### config.mk
export PLATFORM = sky130hd
export DESIGN_NAME = twin_prime_counter_unit
export DESIGN_NICKNAME = d
export VERILOG_FILES = /design/src/design/tpc_pkg.sv /design/src/design/twin_prime_counter_unit.sv
export SDC_FILE = /design/constraint.sdc
export NUM_CORES = 1
export LEC_CHECK = 0
export ABC_AREA = 0
export BUFFER_PORTS_ARGS = -buffer_cell sky130_fd_sc_hd__buf_2
export CAP_MARGIN = 15
export CORE_AREA = 2 2 187 189
export DETAILED_ROUTE_END_ITERATION = 8
export DIE_AREA = 0 0 189 191
export GPL_TIMING_DRIVEN = 0
export PLACE_DENSITY = 0.47
export SLEW_MARGIN = 20
export SYNTH_ARGS = -nofsm -noshare
export SYNTH_HDL_FRONTEND = slang
export SYNTH_SLANG_ARGS = --single-unit
export TNS_END_PERCENT = 5
### constraint.sdc
create_clock -name i_clk -period 7.05 [get_ports i_clk]
set_input_delay 1.0575 -clock i_clk [delete_from_list [all_inputs] [get_ports i_clk]]
set_output_delay 1.0575 -clock i_clk [all_outputs]
set_load 0.005 [all_outputs]
### src/design/tpc_pkg.sv
`timescale 1ns / 1ps
// ----------------------------------------------------------------------------
// tpc_pkg - twin prime counter shared definitions
// Field widths, count limit and default candidate width.
// ----------------------------------------------------------------------------
package tpc_pkg;

    localparam int VALUE_W        = 20;
    localparam int COUNT_W        = 14;
    localparam int VALUE_BITS_DEF = 20;

    localparam logic [COUNT_W-1:0] COUNT_MAX = {COUNT_W{1'b1}};

endpackage

### src/design/twin_prime_counter_unit.sv
`timescale 1ns / 1ps
// ----------------------------------------------------------------------------
// twin_prime_counter_unit - trial division prime test with twin pair count
// Tests each candidate request for primality and counts twin prime pairs.
// ----------------------------------------------------------------------------
// Usage:
//   Input channel  i_in_valid / o_in_ready carries i_value and i_clear.
//   Output channel o_out_valid / i_out_ready carries o_value_is_prime,
//   o_twin_found and o_twin_count, one result per request.
//   Trial divisors d = 2, 3, ... while d*d <= value; each remainder comes
//   from a bit-serial restoring divider, one quotient bit per cycle.
//   Run time grows with k, the number of divisors tried (up to about
//   sqrt(value)); the serial divider sets it.
//   One request is in work at a time; a new one is taken as soon as the
//   result has moved into the output register, even while that result is
//   still waiting for i_out_ready.
//   If the receiver stalls, the finished result holds in the block until
//   the output register frees up.
//   Reset clears the remembered prime, the pair count and the output valid.
//   i_clear drops the remembered prime and the pair count before the request.
// ----------------------------------------------------------------------------
module twin_prime_counter_unit #(
    parameter int VALUE_BITS = tpc_pkg::VALUE_BITS_DEF
) (
    input  logic                        i_clk,
    input  logic                        i_rst_n,
    input  logic                        i_in_valid,
    output logic                        o_in_ready,
    input  logic [tpc_pkg::VALUE_W-1:0] i_value,
    input  logic                        i_clear,
    output logic                        o_out_valid,
    input  logic                        i_out_ready,
    output logic                        o_value_is_prime,
    output logic                        o_twin_found,
    output logic [tpc_pkg::COUNT_W-1:0] o_twin_count
);

    localparam int IN_BITS = (VALUE_BITS < tpc_pkg::VALUE_W) ? VALUE_BITS : tpc_pkg::VALUE_W;
    localparam int SQ_BITS = VALUE_BITS + 2;
    localparam int CNT_W   = $clog2(VALUE_BITS);

    localparam logic [1:0] S_IDLE  = 2'd0;
    localparam logic [1:0] S_CHECK = 2'd1;
    localparam logic [1:0] S_DIV   = 2'd2;
    localparam logic [1:0] S_DONE  = 2'd3;

    logic [1:0]                  r_state;
    logic [VALUE_BITS-1:0]       r_n;
    logic [VALUE_BITS-1:0]       r_shift;
    logic [VALUE_BITS-1:0]       r_rem;
    logic [VALUE_BITS-1:0]       r_d;
    logic [SQ_BITS-1:0]          r_sq;
    logic [CNT_W-1:0]            r_cnt;
    logic                        r_prime;
    logic [VALUE_BITS-1:0]       r_last;
    logic [tpc_pkg::COUNT_W-1:0] r_total;
    logic                        r_out_valid;
    logic                        r_out_prime;
    logic                        r_out_twin;
    logic [tpc_pkg::COUNT_W-1:0] r_out_count;

    logic [VALUE_BITS:0]         w_trial;
    logic [VALUE_BITS:0]         w_diff;
    logic [VALUE_BITS-1:0]       n_rem;
    logic [SQ_BITS-1:0]          w_n_ext;
    logic [SQ_BITS-1:0]          n_sq;
    logic                        w_twin;
    logic                        w_out_free;
    logic [tpc_pkg::COUNT_W-1:0] n_total;

    assign o_in_ready       = (r_state == S_IDLE);
    assign o_out_valid      = r_out_valid;
    assign o_value_is_prime = r_out_prime;
    assign o_twin_found     = r_out_twin;
    assign o_twin_count     = r_out_count;

    assign w_trial = {r_rem, r_shift[VALUE_BITS-1]};
    assign w_diff  = w_trial - {1'b0, r_d};
    assign n_rem   = (w_trial >= {1'b0, r_d}) ? w_diff[VALUE_BITS-1:0]
                                              : w_trial[VALUE_BITS-1:0];
    assign w_n_ext = SQ_BITS'(r_n);
    assign n_sq    = r_sq + SQ_BITS'({r_d, 1'b0}) + SQ_BITS'(1);

    assign w_twin     = r_prime && (r_last != '0)
                     && ((VALUE_BITS+1)'(r_n) == (VALUE_BITS+1)'(r_last) + (VALUE_BITS+1)'(2));
    assign w_out_free = !r_out_valid || i_out_ready;
    assign n_total    = (w_twin && (r_total != tpc_pkg::COUNT_MAX)) ? r_total + 1'b1 : r_total;

    always_ff @(posedge i_clk) begin
        if (!i_rst_n) begin
            r_state     <= S_IDLE;
            r_last      <= '0;
            r_total     <= '0;
            r_out_valid <= 1'b0;
        end else begin
            if ((r_state == S_DONE) && w_out_free) begin
                r_out_valid <= 1'b1;
            end else if (i_out_ready) begin
                r_out_valid <= 1'b0;
            end
            case (r_state)
                S_IDLE: begin
                    if (i_in_valid) begin
                        r_n   <= VALUE_BITS'(i_value[IN_BITS-1:0]);
                        r_d   <= VALUE_BITS'(2);
                        r_sq  <= SQ_BITS'(4);
                        if (i_clear) begin
                            r_last  <= '0;
                            r_total <= '0;
                        end
                        r_state <= S_CHECK;
                    end
                end
                S_CHECK: begin
                    if (r_n < VALUE_BITS'(2)) begin
                        r_prime <= 1'b0;
                        r_state <= S_DONE;
                    end else if (r_sq > w_n_ext) begin
                        r_prime <= 1'b1;
                        r_state <= S_DONE;
                    end else begin
                        r_shift <= r_n;
                        r_rem   <= '0;
                        r_cnt   <= CNT_W'(VALUE_BITS - 1);
                        r_state <= S_DIV;
                    end
                end
                S_DIV: begin
                    r_shift <= {r_shift[VALUE_BITS-2:0], 1'b0};
                    r_rem   <= n_rem;
                    r_cnt   <= r_cnt - 1'b1;
                    if (r_cnt == '0) begin
                        if (n_rem == '0) begin
                            r_prime <= 1'b0;
                            r_state <= S_DONE;
                        end else begin
                            r_d     <= r_d + 1'b1;
                            r_sq    <= n_sq;
                            r_state <= S_CHECK;
                        end
                    end
                end
                S_DONE: begin
                    if (w_out_free) begin
                        r_out_prime <= r_prime;
                        r_out_twin  <= w_twin;
                        r_out_count <= n_total;
                        r_total     <= n_total;
                        if (r_prime) begin
                            r_last <= r_n;
                        end
                        r_state <= S_IDLE;
                    end
                end
                default: begin
                    r_state <= S_IDLE;
                end
            endcase
        end
    end

endmodule

==> Yosys cells after proc, flatten, opt, wreduce, memory -nomap -nowiden <==
Cells that the tools add are included.
{ "totals": {"elab_cells": 103, "in_bits": 25, "out_inout_bits": 18, "regBits": 161} }
{ "op_classes": {"n_reduce_logical": 22, "n_eq_ne": 15, "magnitude_cmp": 3, "addsub": 7, "muxes": 42} }
{ "ops": {"columns": ["op", "count"], "rows": [
  ["$mux 20", 12],
  ["$pmux 20 s2", 4],
  ["$mux 22", 3],
  ["$mux 14", 4],
  ["$pmux 22 s2", 1],
  ["$pmux 14 s2", 1],
  ["$add 22x1->22 const B", 1],
  ["$add 22x21->22", 1],
  ["$gt 22x20->1", 1],
  ["$add 20x2->21 const B", 1],
  ["$eq 20x21->1", 1],
  ["$ge 21x20->1", 1],
  ["$add 20x1->20 const B", 1],
  ["$logic_not 20->1", 1],
  ["$lt 20x2->1 const B", 1],
  ["$reduce_bool 20->1", 1],
  ["$sub 20x20->20", 1],
  ["$ne 2x2->1 const B", 8],
  ["$reduce_and 5->1", 3],
  ["$add 14x1->14 const B", 1],
  ["$ne 14x14->1 const B", 1],
  ["$mux 5", 2],
  ["$pmux 5 s2", 1],
  ["$reduce_and 3->1", 3],
  ["16 further kinds", 34]
]} }

==> Depth between registers and ports, before layout <==
{ "logic_depth": {"word_depth": 7, "mapped_depth": 13, "ltp_nobuf": 12} }

==> Worst setup path after synthesis <==
OpenSTA, ideal clock, no wires.
{ "synth_path": {"path_kind": "flip-flop to flip-flop", "from": "reg r_n[15]", "to": "reg r_cnt[0] (enable)", "required_ns": 6.588, "setup_time_ns": 0.462, "period_less_slack_ns": 5.051, "arrival_time_ns": 4.589, "n_path_buf": 0, "path_slack_ns": 1.999, "path_stages_with_launch": 10, "cell_sequence": "edfxtp_1 > inv_1 > ha_1 > nand4_1 > or3_1 > o32ai_1 > a21oi_1 > a2111oi_0 > nand3b_1 > a21oi_1"} }
{ "synth_between": {"elab_chain_cells": 3, "word_cells_on_any_way": 5, "cone_classes": "order compare (2); eq/ne (2); reduce/logical (1)"} }
{ "synth_rtl": {"columns": ["element", "line_no", "source"], "rows": [
  ["start: declaration", "twin_prime_counter_unit.sv:48", "logic [VALUE_BITS-1:0] r_n;"],
  ["start signal: assignment", "twin_prime_counter_unit.sv:104", "r_n <= VALUE_BITS'(i_value[IN_BITS-1:0]);"],
  ["$gt 22x20->1 or $lt 20x2->1 (tied branches)", "twin_prime_counter_unit.sv:118, twin_prime_counter_unit.sv:115", null],
  ["$ne 2x2->1 (no source line)", null, null],
  ["$reduce_and 4->1 (no source line) *", null, null],
  ["end signal: assignment", "twin_prime_counter_unit.sv:124", "r_cnt <= CNT_W'(VALUE_BITS - 1);"],
  ["end signal: assignment", "twin_prime_counter_unit.sv:131", "r_cnt <= r_cnt - 1'b1;"],
  ["end: declaration", "twin_prime_counter_unit.sv:53", "logic [CNT_W-1:0] r_cnt;"]
]} }
Every way passes the cells marked *; elsewhere a longest branch is shown, timed or not.
A chain may end at the register's enable or synchronous reset.

==> Worst setup path after layout <==
{ "layout_path": {"from": "reg r_shift[19]", "to": "reg r_sq[8] (enable)"} }
{ "layout_between": {"elab_chain_cells": 5, "word_cells_on_any_way": 6, "cone_classes": "add/sub (1); order compare (1); eq/ne (1); mux (1); reduce/logical (2)"} }
{ "layout_rtl": {"columns": ["element", "line_no", "source"], "rows": [
  ["start: declaration", "twin_prime_counter_unit.sv:49", "logic [VALUE_BITS-1:0] r_shift;"],
  ["start signal: assignment", "twin_prime_counter_unit.sv:122", "r_shift <= r_n;"],
  ["start signal: assignment", "twin_prime_counter_unit.sv:129", "r_shift <= {r_shift[VALUE_BITS-2:0], 1'b0};"],
  ["$sub 20x20->20 or $ge 21x20->1 (tied branches)", "twin_prime_counter_unit.sv:78, twin_prime_counter_unit.sv:79", null],
  ["$mux 20 *", "twin_prime_counter_unit.sv:79", "assign n_rem = (w_trial >= {1'b0, r_d}) ? w_diff[VALUE_BITS-1:0]"],
  ["$logic_not 20->1 *", "twin_prime_counter_unit.sv:133", "if (n_rem == '0) begin"],
  ["$ne 2x2->1 (no source line) *", null, null],
  ["$reduce_and 5->1 (no source line) *", null, null],
  ["end signal: assignment", "twin_prime_counter_unit.sv:138", "r_sq <= n_sq;"],
  ["end: declaration", "twin_prime_counter_unit.sv:52", "logic [SQ_BITS-1:0] r_sq;"]
]} }
Marks and branches as above.

==> run summary <==
global-route wire length before repair: 43.0 mm
worst hold path class: reg2reg
endpoints failing hold: 0
H-tree depth: 4
layout net count: 1,197
Yosys cell types: 68
CTS Root Cell: clkbuf_16
sequential-to-total area share from yosys stat: 0.442
row cnt: 68
Pre-antenna DRT Iters: 7
TritonCTS buffer count: 17
clock buffer depth: 2
Avg Cell Area, Syn: 9.68 sq um
number of buffers added for setup after CTS: 0
Critical Path RT: 7.23 ns
vias in the first global route: 7,691
clock sinks: 161
biggest area consumer among synthesized cells: edfxtp_1
area of the multi-input gates: 5260 sq um
FF-to-FF End: r_sq[8]
CP startpoint: r_shift[19]
detailed placement HPWL: 20.7 mm
I/O pin total: 43
die width: 189 microns
total track usage: 0.152
status: complete, no violations
Register-to-Register Setup Slack: 2.57 ns
placed cells: 1,542
CP Data Arrival Time: 4.66 ns
flops & latches, synth: 161
grt met2 use: 0.259
vias: 7,950
core area: 34,100 sq um
design area: 11,600 sq um
Hold Slack: 0.494 ns
largest net degree at the start of global routing: 25
Main synth FF type: edfxtp_1
Antenna Cells: 0
# fillers: 3,534
cell area after synthesis: 10,100 sq um
min Tclk post-route: 4.48 ns
GRT met3 Usage: 0.0231
most instantiated cells after synthesis: edfxtp_1, nor2_1, nand2_1
Clk pin slew, worst setup/hold paths: 0.07 ns
Iter 0 DRT Violations: 447
CTS tree: built
worst vdd ir: 0.000168 V
grt ovf: 0
fmax: 223 MHz
met1 Usage GRT: 0.205
Starting Density: 0.296
dominant cells by area after synthesis: edfxtp_1, ha_1, dfxtp_1
# DRC: 0
initial antenna violation count: 0
CP Capture Type: flop
critical path peak fanout: 24
Worst Hold Path Cells: 1
Post-synth EDFFs: 124
Tightest Pin Transition: 0.966 ns
Yosys warnings: 0
most frequent cell after synthesis: edfxtp_1
Reg2Reg Depth: 13
detail-routed via count per cell: 5.05
Synth top area share: 0.369
crit share post-route: 0.635
Synth-to-Final Area Change: 15.0%
DRT Wirelength: 27.2 mm
Final setup viols: 0
Placed Area: 11,000 sq um
Leak: 4.29 nW
Post-CTS Hold Fix Bufs: 0
Worst Skew: 0.0132 ns
Final Max Slew Viols: 0
GPL Wtd Cong: 0.816
ys async rst share: 0
Die Y: 191 microns
Startpoint Class: flop
die area: 36,100 sq um
layout cells sized above 1: 0.0938
Final ANT Viol Nets: 0
Power Density: 225 nW/um^2
Reg area: 4460 sq um
worst rel slew slack: 0.340
WS Path Type: reg2reg
number of port buffers: 41
MaxCap Viol Count: 0
non-filler instance count after layout: 1,574
cells after synthesis: 1,043
Critical Path End: r_sq[8]
DR WL/cell: 17.3 microns
RR Startpoint: r_shift[19]
Resize count post-CTS: 0
busiest grt layer: met2
syn nets: 1,134
RSZ-0062 raised after global routing: no
Worst-Skew Late Latency: 0.44 ns
[registers in the layout (all words and copies together), names as in the netlist, 5 cells and up]
signal,count
r_shift,20
r_d,20
r_last,20
r_total,14
r_sq,22
o_twin_count,14
r_cnt,5
r_rem,20
r_n,20
[cell type report]
| type | count | area share |
|---|---|---|
| inverter | 60 | 0.0194 |
| tap | 455 | 0.0490 |
| multi-input combinational | 783 | 0.453 |
| timing repair buffer | 44 | 0.0241 |
| sequential | 161 | 0.384 |
| clock inverter | 14 | 0.0186 |
| clock buffer | 18 | 0.0370 |
| buffer | 39 | 0.0144 |
[worst max-delay path, stage by stage, from the launching register on]
cell      delay [ns]
edfxtp_1        0.48
inv_1           0.08
ha_1            0.24
fa_1            0.41
nor2b_1         0.18
o21bai_1        0.17
a31o_2          0.28
xnor2_1         0.15
or4_1           0.54
nor4_1          0.36
a41oi_1         0.21
nand4b_2        0.34
a41o_2          0.52
buf_12          0.25
[worst min path at each step]
| stage | end | from |
|---|---|---|
| 2_1_floorplan | o_value_is_prime | r_prime |
| 3_3_place_gp | r_total[8] | r_total[8] |
| 3_5_place_dp | r_total[8] | r_total[8] |
| 4_1_cts | r_total[8] | r_total[8] |
| 5_1_grt | r_total[10] | r_total[10] |
| 6_report | r_total[8] | r_total[8] |
[per-stage QoR]
stage	TNS [ns]	setup WS [ns]	utilization	power, mW
2_1_floorplan	0	2.00	-	1.45
3_3_place_gp	-6.77	-0.157	0.319	1.58
3_5_place_dp	0	2.54	0.321	1.59
4_1_cts	0	2.51	0.340	2.64
5_1_grt	0	2.24	0.340	2.73
6_report	0	2.57	0.340	2.62
[logic make-up after synthesis]
family                     count (synthesis)  synth area share
buffers and inverters                     99            0.0389
and+or+nand+nor                          375             0.186
adders and majority gates                 66            0.0833
xor gates and xnor gates                  85            0.0737
muxes                                     12            0.0131
AOI/OAI and AO/OA                        245             0.163
DFF                                      161             0.442
[metal layers]
metal / share of wire / vias to the layer above
met5: 0 / -
met4: 0.011 / 0
met3: 0.027 / 17
met2: 0.47 / 114
met1: 0.49 / 3807
li1: - / 4012
[cells in the final DEF, fill, tap and decap left out, types with 8 or more instances in the layout]
cell / count
a211oi_1: 12
a21o_1: 19
a21oi_1: 46
a22oi_1: 20
a31oi_1: 8
and2_1: 10
and3_1: 8
buf_2: 47
clkbuf_1: 29
clkbuf_16: 17
dfxtp_1: 37
edfxtp_1: 124
ha_1: 64
inv_1: 59
mux2i_1: 11
nand2_1: 68
nand2b_1: 9
nand3_1: 29
nand4_1: 28
nor2_1: 118
nor2b_1: 15
nor3_1: 21
nor4_1: 25
o21a_1: 14
o21ai_0: 57
o41ai_1: 8
or3_1: 9
xnor2_1: 58
xor2_1: 27
[power breakdown]
part / total [mW] / internal, mW / switching, mW / leakage [nW]
Sequential: 1.12 / 1.08 / 0.0413 / 1.45
Clock: 1.05 / 0.609 / 0.437 / 0.314
Combinational: 0.449 / 0.175 / 0.274 / 2.52
(Power assumes the default switching activity.)
